[src/sv/picture_cache_allocator_defines.svh]
// Assertion macros used by the picture cache allocator RTL.
`ifndef PICTURE_CACHE_ALLOCATOR_DEFINES_SVH
`define PICTURE_CACHE_ALLOCATOR_DEFINES_SVH

`ifndef ASSERT_OFF
`define PCA_ASSERT_CLK(label, clk, rst_n, prop, msg) \
    label: assert property (@(posedge clk) disable iff (!rst_n) prop) else $error(msg);
`define PCA_ASSERT(label, prop, msg) \
    `PCA_ASSERT_CLK(label, aclk, aresetn, prop, msg)
`else
`define PCA_ASSERT_CLK(label, clk, rst_n, prop, msg)
`define PCA_ASSERT(label, prop, msg)
`endif

`endif

[src/sv/pca_pkg.sv]
package pca_pkg;

    localparam int PCA_MAX_ENTRIES = 32;
    localparam int PCA_IDX_W = (PCA_MAX_ENTRIES > 1) ? $clog2(PCA_MAX_ENTRIES) : 1;
    localparam int PCA_CNT_W = $clog2(PCA_MAX_ENTRIES + 1);
    localparam int PCA_HDR_W = 5 + PCA_CNT_W;

    localparam logic [15:0] PCA_RST_BUFFER   = 16'd5120;
    localparam logic [15:0] PCA_RST_MAX_ITEM = 16'd1024;
    localparam logic [15:0] PCA_RST_CRITICAL = 16'd256;
    localparam logic [4:0]  PCA_RST_ENTRY    = 5'd10;

    localparam logic [1:0] REG_BUFFER   = 2'd0;
    localparam logic [1:0] REG_MAX_ITEM = 2'd1;
    localparam logic [1:0] REG_CRITICAL = 2'd2;
    localparam logic [1:0] REG_ENTRY    = 2'd3;

    localparam logic [1:0] ACT_BEGIN = 2'd0;
    localparam logic [1:0] ACT_OFFER = 2'd1;

    typedef enum logic [2:0] {
        STS_STORED    = 3'd0,
        STS_REJECTED  = 3'd1,
        STS_ABORTED   = 3'd2,
        STS_FOUND     = 3'd3,
        STS_NOT_FOUND = 3'd4,
        STS_NO_SPACE  = 3'd5,
        STS_BEGUN     = 3'd6
    } pca_status_t;

    typedef enum logic [3:0] {
        S_IDLE   = 4'b0001,
        S_EXEC   = 4'b0010,
        S_SCAN   = 4'b0100,
        S_FINISH = 4'b1000
    } pca_state_t;

    typedef struct packed {
        logic                 en;
        logic [PCA_IDX_W-1:0] addr;
        logic [15:0]          id;
        logic [15:0]          offset;
        logic [15:0]          length;
    } pca_wr_t;

    typedef struct packed {
        logic        hit;
        logic [15:0] offset;
        logic [15:0] length;
    } pca_rd_t;

endpackage

[src/sv/pca_entry_store.sv]
module pca_entry_store import pca_pkg::*; (
    input  logic                 aclk,
    input  pca_wr_t              wr,
    input  logic [PCA_IDX_W-1:0] rd_addr,
    input  logic [15:0]          key,
    output pca_rd_t              rd
);

    logic [47:0] mem [PCA_MAX_ENTRIES];
    logic [47:0] q_reg;

    always_ff @(posedge aclk) begin
        if (wr.en) begin
            mem[wr.addr] <= {wr.id, wr.offset, wr.length};
        end
        q_reg <= mem[rd_addr];
    end

    // match the registered entry against the searched id
    assign rd.hit    = (q_reg[47:32] == key);
    assign rd.offset = q_reg[31:16];
    assign rd.length = q_reg[15:0];

endmodule

[src/sv/picture_cache_allocator.sv]
// Picture preload cache allocator.
// Input stream s_*: one item per transfer; s_tuser carries the action (begin set,
// offer picture, search id) and the entry valid flag, s_tdata the count, id and length.
// Result stream m_*: exactly one result per item; m_tuser is the status code,
// m_tdata the offset, length and number of stored pictures.
// Configuration: cfg_we writes cfg_wdata into register cfg_index at the clock edge
// (0 buffer bytes, 1 max item bytes, 2 critical bytes, 3 header bytes per entry).
// Begin and offer go through S_EXEC to S_FINISH, which loads the output register.
// A search reads one stored entry per cycle from the entry memory and stops at the
// first hit; a miss reads every held entry before the not-found result is given.
// One item is in work at a time; s_tready returns with the cycle after the result
// is loaded into the output register. The next item can be taken while that result
// still waits for m_tready. A stalled receiver holds the result in the output
// register; a further finished result waits internally until it drains.
// Reset (aresetn low, synchronous) empties the table, closes any set and loads
// the default register values. Entry memory is not cleared; its contents beyond
// the held entries are never used as a result.
`include "picture_cache_allocator_defines.svh"

module picture_cache_allocator import pca_pkg::*; (
    input  logic        aclk,
    input  logic        aresetn,
    input  logic        cfg_we,
    input  logic [1:0]  cfg_index,
    input  logic [15:0] cfg_wdata,
    input  logic        s_tvalid,
    output logic        s_tready,
    input  logic [47:0] s_tdata,   // set_count[5:0], pic_id[21:6], data_len[45:22], zero pad
    input  logic [2:0]  s_tuser,   // action[1:0], entry_valid[2]
    output logic        m_tvalid,
    input  logic        m_tready,
    output logic [39:0] m_tdata,   // data_offset[15:0], data_length[31:16],
                                   // stored_count[37:32], zero pad
    output logic [2:0]  m_tuser    // status[2:0]
);

    logic [15:0] buffer_reg, max_item_reg, critical_reg;
    logic [4:0]  entry_bytes_reg;

    pca_state_t           state_reg, state_next;
    logic [PCA_CNT_W-1:0] held_count_reg, held_count_next;
    logic [15:0]          next_free_reg, next_free_next;
    logic [15:0]          space_left_reg, space_left_next;
    logic [PCA_CNT_W-1:0] offers_left_reg, offers_left_next;
    logic                 set_open_reg, set_open_next;
    logic [PCA_CNT_W-1:0] scan_idx_reg, scan_idx_next;
    logic                 rd_pend_reg, rd_pend_next;
    logic                 m_tvalid_reg, m_tvalid_next;

    logic [1:0]  act_reg;
    logic [5:0]  cnt_reg;
    logic [15:0] id_reg;
    logic [23:0] len_reg;
    logic        valid_reg;

    pca_status_t res_status_reg, res_status_next;
    logic [15:0] res_off_reg, res_off_next;
    logic [15:0] res_len_reg, res_len_next;

    pca_status_t m_status_reg;
    logic [15:0] m_off_reg, m_len_reg;
    logic [5:0]  m_cnt_reg;

    logic                 s_accept, out_load;
    logic [PCA_CNT_W-1:0] sat_count, offers_dec;
    logic [PCA_HDR_W-1:0] header;
    logic [16:0]          rounded, nf_sum;
    pca_wr_t              wr;
    pca_rd_t              rd;

    assign s_tready = (state_reg == S_IDLE);
    assign s_accept = s_tvalid && s_tready;

    assign sat_count = (32'(cnt_reg) > PCA_MAX_ENTRIES) ? PCA_CNT_W'(PCA_MAX_ENTRIES)
                                                        : PCA_CNT_W'(cnt_reg);
    assign header     = PCA_HDR_W'(entry_bytes_reg) * PCA_HDR_W'(sat_count);
    assign offers_dec = offers_left_reg - PCA_CNT_W'(1);
    assign rounded    = {1'b0, len_reg[15:0]} + 17'(len_reg[0]);
    assign nf_sum     = {1'b0, next_free_reg} + rounded;

    always_comb begin
        state_next       = state_reg;
        held_count_next  = held_count_reg;
        next_free_next   = next_free_reg;
        space_left_next  = space_left_reg;
        offers_left_next = offers_left_reg;
        set_open_next    = set_open_reg;
        scan_idx_next    = scan_idx_reg;
        rd_pend_next     = rd_pend_reg;
        res_status_next  = res_status_reg;
        res_off_next     = res_off_reg;
        res_len_next     = res_len_reg;
        m_tvalid_next    = m_tvalid_reg && !m_tready;
        out_load         = 1'b0;
        wr.en            = 1'b0;
        wr.addr          = held_count_reg[PCA_IDX_W-1:0];
        wr.id            = id_reg;
        wr.offset        = next_free_reg;
        wr.length        = len_reg[15:0];

        case (state_reg)
            S_IDLE: begin
                if (s_accept) begin
                    state_next = S_EXEC;
                end
            end
            S_EXEC: begin
                state_next   = S_FINISH;
                res_off_next = '0;
                res_len_next = '0;
                if (act_reg == ACT_BEGIN) begin
                    held_count_next = '0;
                    if (32'(header) >= 32'(buffer_reg)) begin
                        set_open_next    = 1'b0;
                        offers_left_next = '0;
                        res_status_next  = STS_NO_SPACE;
                    end else begin
                        next_free_next   = 16'(header);
                        space_left_next  = buffer_reg - 16'(header);
                        offers_left_next = sat_count;
                        set_open_next    = (sat_count != '0);
                        res_status_next  = STS_BEGUN;
                    end
                end else if (act_reg == ACT_OFFER) begin
                    res_status_next = STS_REJECTED;
                    if (set_open_reg && offers_left_reg != '0) begin
                        offers_left_next = offers_dec;
                        if (offers_dec == '0) begin
                            set_open_next = 1'b0;
                        end
                        if (!valid_reg || len_reg > {8'd0, max_item_reg}) begin
                            res_status_next = STS_REJECTED;
                        end else if (len_reg > {8'd0, space_left_reg}) begin
                            // misfit: abort the set once space is down to critical
                            if (space_left_reg <= critical_reg) begin
                                offers_left_next = '0;
                                set_open_next    = 1'b0;
                                res_status_next  = STS_ABORTED;
                            end
                        end else if (held_count_reg < PCA_CNT_W'(PCA_MAX_ENTRIES)) begin
                            wr.en           = 1'b1;
                            held_count_next = held_count_reg + PCA_CNT_W'(1);
                            res_status_next = STS_STORED;
                            res_off_next    = next_free_reg;
                            res_len_next    = len_reg[15:0];
                            next_free_next  = nf_sum[16] ? 16'hFFFF : nf_sum[15:0];
                            space_left_next = (rounded > {1'b0, space_left_reg}) ? 16'd0
                                            : space_left_reg - rounded[15:0];
                        end
                    end
                end else begin
                    scan_idx_next = '0;
                    rd_pend_next  = 1'b0;
                    state_next    = S_SCAN;
                end
            end
            S_SCAN: begin
                if (rd_pend_reg && rd.hit) begin
                    res_status_next = STS_FOUND;
                    res_off_next    = rd.offset;
                    res_len_next    = rd.length;
                    rd_pend_next    = 1'b0;
                    state_next      = S_FINISH;
                end else if (scan_idx_reg >= held_count_reg) begin
                    res_status_next = STS_NOT_FOUND;
                    rd_pend_next    = 1'b0;
                    state_next      = S_FINISH;
                end else begin
                    // advance: the read issued now returns next cycle
                    rd_pend_next  = 1'b1;
                    scan_idx_next = scan_idx_reg + PCA_CNT_W'(1);
                end
            end
            S_FINISH: begin
                if (!m_tvalid_reg || m_tready) begin
                    out_load      = 1'b1;
                    m_tvalid_next = 1'b1;
                    state_next    = S_IDLE;
                end
            end
            default: begin
                state_next = S_IDLE;
            end
        endcase
    end

    always_ff @(posedge aclk) begin
        if (!aresetn) begin
            buffer_reg      <= PCA_RST_BUFFER;
            max_item_reg    <= PCA_RST_MAX_ITEM;
            critical_reg    <= PCA_RST_CRITICAL;
            entry_bytes_reg <= PCA_RST_ENTRY;
            state_reg       <= S_IDLE;
            held_count_reg  <= '0;
            next_free_reg   <= '0;
            space_left_reg  <= '0;
            offers_left_reg <= '0;
            set_open_reg    <= 1'b0;
            scan_idx_reg    <= '0;
            rd_pend_reg     <= 1'b0;
            m_tvalid_reg    <= 1'b0;
        end else begin
            if (cfg_we) begin
                case (cfg_index)
                    REG_BUFFER:   buffer_reg      <= cfg_wdata;
                    REG_MAX_ITEM: max_item_reg    <= cfg_wdata;
                    REG_CRITICAL: critical_reg    <= cfg_wdata;
                    REG_ENTRY:    entry_bytes_reg <= cfg_wdata[4:0];
                    default:      ;
                endcase
            end
            state_reg       <= state_next;
            held_count_reg  <= held_count_next;
            next_free_reg   <= next_free_next;
            space_left_reg  <= space_left_next;
            offers_left_reg <= offers_left_next;
            set_open_reg    <= set_open_next;
            scan_idx_reg    <= scan_idx_next;
            rd_pend_reg     <= rd_pend_next;
            m_tvalid_reg    <= m_tvalid_next;
        end
    end

    always_ff @(posedge aclk) begin
        if (s_accept) begin
            act_reg   <= s_tuser[1:0];
            valid_reg <= s_tuser[2];
            cnt_reg   <= s_tdata[5:0];
            id_reg    <= s_tdata[21:6];
            len_reg   <= s_tdata[45:22];
        end
        res_status_reg <= res_status_next;
        res_off_reg    <= res_off_next;
        res_len_reg    <= res_len_next;
        if (out_load) begin
            m_status_reg <= res_status_reg;
            m_off_reg    <= res_off_reg;
            m_len_reg    <= res_len_reg;
            m_cnt_reg    <= 6'(held_count_reg);
        end
    end

    pca_entry_store u_store (
        .aclk    (aclk),
        .wr      (wr),
        .rd_addr (scan_idx_reg[PCA_IDX_W-1:0]),
        .key     (id_reg),
        .rd      (rd)
    );

    assign m_tvalid = m_tvalid_reg;
    assign m_tuser  = m_status_reg;
    assign m_tdata  = {2'b00, m_cnt_reg, m_len_reg, m_off_reg};

    `PCA_ASSERT(a_open_has_offers, set_open_reg |-> (offers_left_reg != '0), "open set without offers")
    `PCA_ASSERT(a_held_bound, held_count_reg <= PCA_CNT_W'(PCA_MAX_ENTRIES), "held count overflow")
    `PCA_ASSERT(a_scan_bound, (state_reg == S_SCAN) |-> (scan_idx_reg <= held_count_reg), "scan past held entries")
    `PCA_ASSERT(a_accept_exec, s_accept |=> (state_reg == S_EXEC), "accepted item not executed")

endmodule
[config.mk]
export PLATFORM = sky130hd
export DESIGN_NAME = picture_cache_allocator
export DESIGN_NICKNAME = d
export VERILOG_FILES = /design/src/sv/pca_pkg.sv /design/src/sv/pca_entry_store.sv /design/src/sv/picture_cache_allocator.sv
export VERILOG_INCLUDE_DIRS = /design/src /design/src/sv
export SDC_FILE = /design/constraint.sdc
export NUM_CORES = 2
export LEC_CHECK = 0
export ABC_AREA = 1
export BUFFER_PORTS_ARGS = -buffer_cell sky130_fd_sc_hd__buf_2
export CAP_MARGIN = 20
export CORE_MARGIN = 5
export CORE_UTILIZATION = 25
export DETAILED_ROUTE_END_ITERATION = 10
export PLACE_DENSITY = 0.48
export SETUP_SLACK_MARGIN = 0.4
export SLEW_MARGIN = 10
export SYNTH_ARGS = -nofsm -noshare
export SYNTH_HDL_FRONTEND = slang
export SYNTH_SLANG_ARGS = --single-unit
[constraint.sdc]
create_clock -name aclk -period 6.1 [get_ports aclk]
set_clock_uncertainty 0.1 [all_clocks]
set_input_delay 0 -clock aclk [delete_from_list [all_inputs] [get_ports aclk]]
set_output_delay 0 -clock aclk [all_outputs]
set_load 0.1 [all_outputs]
==> key figures <==
Yosys
  • Post-synth top area share: 0.666
  • Synth warn: 0
  • Post-synth top cells: 1,661 x edfxtp_1, 950 x nor2_1, 888 x o21ai_0, 539 x nand2_1, 305 x clkbuf_1
  • Top post-synthesis cells by area: edfxtp_1 67%, o21ai_0 5.9%, nor2_1 4.8%
  • EDFF count, synth: approximately 1,700
  • Distinct cells, synth: 56
  • Post-Syn Area per Cell: 12.2 um2
  • Top-count cell post-synth: edfxtp_1
  • Synth area leader: edfxtp_1
  • Synthesized area: between 70,000 and 80,000 um2
  • Flip-flop and latch count after synthesis: 1,819
  • Main flop type after synthesis: edfxtp_1
  • Post-synthesis sequential area ratio: 0.708
  • Fraction of registers with async set/reset: 0
  • Syn Inst Count: around 6,100

CTS
  • CTS tree: done
  • Root buffer cell: clkbuf_16
  • CTS sink cnt: roughly 1,800
  • Clk_lat worst skew: 840 ps
  • CTS Buffer Depth: 3
  • CTS Buf Count: 191
  • H-tree levels: 4
  • Clock-pin slew on the worst setup and hold paths: 70 ps

Floorplanning
  • Initial core utilization: 0.250
  • IO Pins: around 120
  • Area of the die: 311,000 um2
  • Chip Width: ~560 um
  • Core area: ~300,000 um2
  • Rows: 201
  • Die height: ~560 um

GRT
  • Largest net degree at the start of global routing: approximately 210
  • M2 GR Usage: 0.234
  • Gr busiest metal: met2
  • Global-route track usage on met1: 0.214
  • Vias in the first global route: 49,318
  • GRT Overall Usage: 0.152
  • First-pass GRT wire length: approximately 350,000 um
  • Met3 usage: 0.0345
  • Initial antenna violation count: 12
  • Remaining Overflow, GRT: 0

Place
  • GP Congestion: between 0.8 and 0.9
  • Buffers on Ports: 114
  • Dpl hpwl: 132,000 um
  • Placed inst area: just over 80,000 um2

Worst setup path
  • R2R Setup Slk: 720 ps
  • Critical Path RT: 6690 ps
  • Slowest cell on the critical path: fa_1
  • Most used cell, CP: nand2_1
  • CP max FO: 10
  • RR Endpoint: space_left_reg[7]
  • Reg2reg path depth: 28
  • Reg-to-reg startpoint: cnt_reg[5]
  • Startpoint types: flop
  • Worst Setup EP: space_left_reg[7]
  • Arrival @ worst endpoint: ~6000 ps
  • Setup crit start: cnt_reg[5]
  • Crit Path Category: reg -> reg
  • Critical path's largest stage delay: around 520 ps
  • CP endpoint kind: flop

Timing
  • Max-slew violation count: 0
  • Final setup vio count: 0
  • Fin crit period: approximately 5400 ps
  • Slew @ Worst Pin: 1050 ps
  • RSZ-0062 raised after global routing: false
  • Final Cycle Share: 0.882
  • Relative slew slack: 0.297
  • Total negative slack: 0 ps
  • Final hold vios: 0
  • Max Fclk: ~190 MHz

Detailed routing
  • Initial DRC count: 5,257
  • Post-route ant nets: 0
  • Post-DR wirelength/cell: 23.2 um
  • Vias: roughly 50,000
  • Remaining DRCs: 0
  • Final wirelength: about 240,000 um
  • DR vias/cell: ~4.8
  • Pre-antenna DRT Iters: 8

Pwr
  • Max VDD drop: 0.292 mV
  • Pwr Density: 296 nW/um2
  • Pleak: a little under 30 nW

Final layout
  • Area Growth Syn to Fin: 19.2%
  • Post-layout instance area: 89,300 um2
  • Number of flip-flops in the largest register: 1,536
  • Final #Nets: 6,634
  • Share of cells above drive strength 1: 0.104

Run status
  • Status: finished clean

Flow run
  • Total of max-cap violations: 0

Min path
  • Min-delay worst type: in -> reg
==> how the worst min path moves through the flow <==
stage	from	to	cells after the start
floorplan	s_tuser[0]	act_reg[0]	0
finish	cfg_wdata[2]	critical_reg[2]	4
CTS	cfg_wdata[2]	critical_reg[2]	4
global placement	s_tdata[41]	len_reg[19]	1
detailed placement	s_tdata[37]	len_reg[15]	1
global route	cfg_wdata[2]	max_item_reg[2]	4
==> routing by layer <==
metal | vias to the layer above | wire (um)
li1 | 23047 | -
met1 | 25720 | 112000
met2 | 1657 | 109000
met3 | 348 | 17400
met4 | 6 | 6730
met5 | - | 46
==> layout by cell type (no fill, tap or decap), types with 75 or more instances in the layout <==
| master | Yosys | routed |
|---|---|---|
| ha_1 | 137 | 136 |
| edfxtp_1 | 1661 | 1661 |
| dlygate4sd3_1 | 0 | 164 |
| inv_1 | 269 | 265 |
| o221ai_1 | 149 | 149 |
| buf_4 | 3 | 121 |
| o22ai_1 | 236 | 236 |
| buf_2 | 40 | 114 |
| nand2_1 | 539 | 538 |
| dfxtp_1 | 158 | 152 |
| o21ai_0 | 888 | 888 |
| a21oi_1 | 164 | 162 |
| clkbuf_16 | 0 | 196 |
| nand4_1 | 75 | 75 |
| nor2_1 | 950 | 912 |
| nand3_1 | 211 | 209 |
==> critical path, delay by kind of cell, from the launching register on <==
family | cells | cell delay [ps]
adder cells (fa/ha/maj) | 5 | 2060
buffers and inverters | 7 | 810
XOR/XNOR | 1 | 170
AO/OA/AOI/OAI | 4 | 590
flip-flops | 1 | 390
AND/OR/NAND/NOR | 11 | 1140
==> final cells by class <==
cell class / instances / area [um2]
flip-flops and latches: 1819 / 53100
diodes: 9 / 22.5
clock buffers: 263 / 5390
inverters: 279 / 1080
clock inverters: 96 / 945
repair buffers: 449 / 4140
fillers: 30042 / 210000
multi-input cells: 3668 / 19700
well taps: 3958 / 4950
==> power by group <==
part           total, mW  switching (mW)  internal, mW
combinational      0.949           0.643         0.306
clock               11.8            5.03          6.72
sequential          13.7          0.0379          13.6
total               26.4            5.71          20.7
==> logic make-up (layout without fill, tap and decap cells) <==
family / count (synthesis) / after routing / synth area share
buffers and inverters: 648 / 1087 / 0.0337
other: 1 / 11 / 0.0000501
flip-flops: 1819 / 1819 / 0.708
adder cells (fa/ha/maj): 152 / 152 / 0.0269
XOR/XNOR: 55 / 55 / 0.00643
AO/OA/AOI/OAI: 1611 / 1611 / 0.123
AND/OR/NAND/NOR: 1846 / 1848 / 0.102
==> metrics by stage <==
step	hold WS [ps]	power, mW	util	cells	setup WS (ps)
after floorplan	-1.13	14.5	-	6133	535
after global placement	77.0	14.8	0.271	9997	269
after detailed placement	78.1	14.8	0.271	9997	287
after CTS	8.73	26.6	0.298	10521	486
after global routing	39.0	27.3	0.298	10533	395
final	62.4	26.4	0.298	10541	717
==> timing repair <==
item | in CTS | in global routing
hold buffers | 164 | 0
setup endpoints to repair | 27 | 36
resized for setup | 1 | 16
gates cloned | 0 | 3
pin swaps | 0 | 2
hold endpoints to repair | 216 | 0
buffers inserted | 1 | 3
Power figures use the tool's default switching activity.
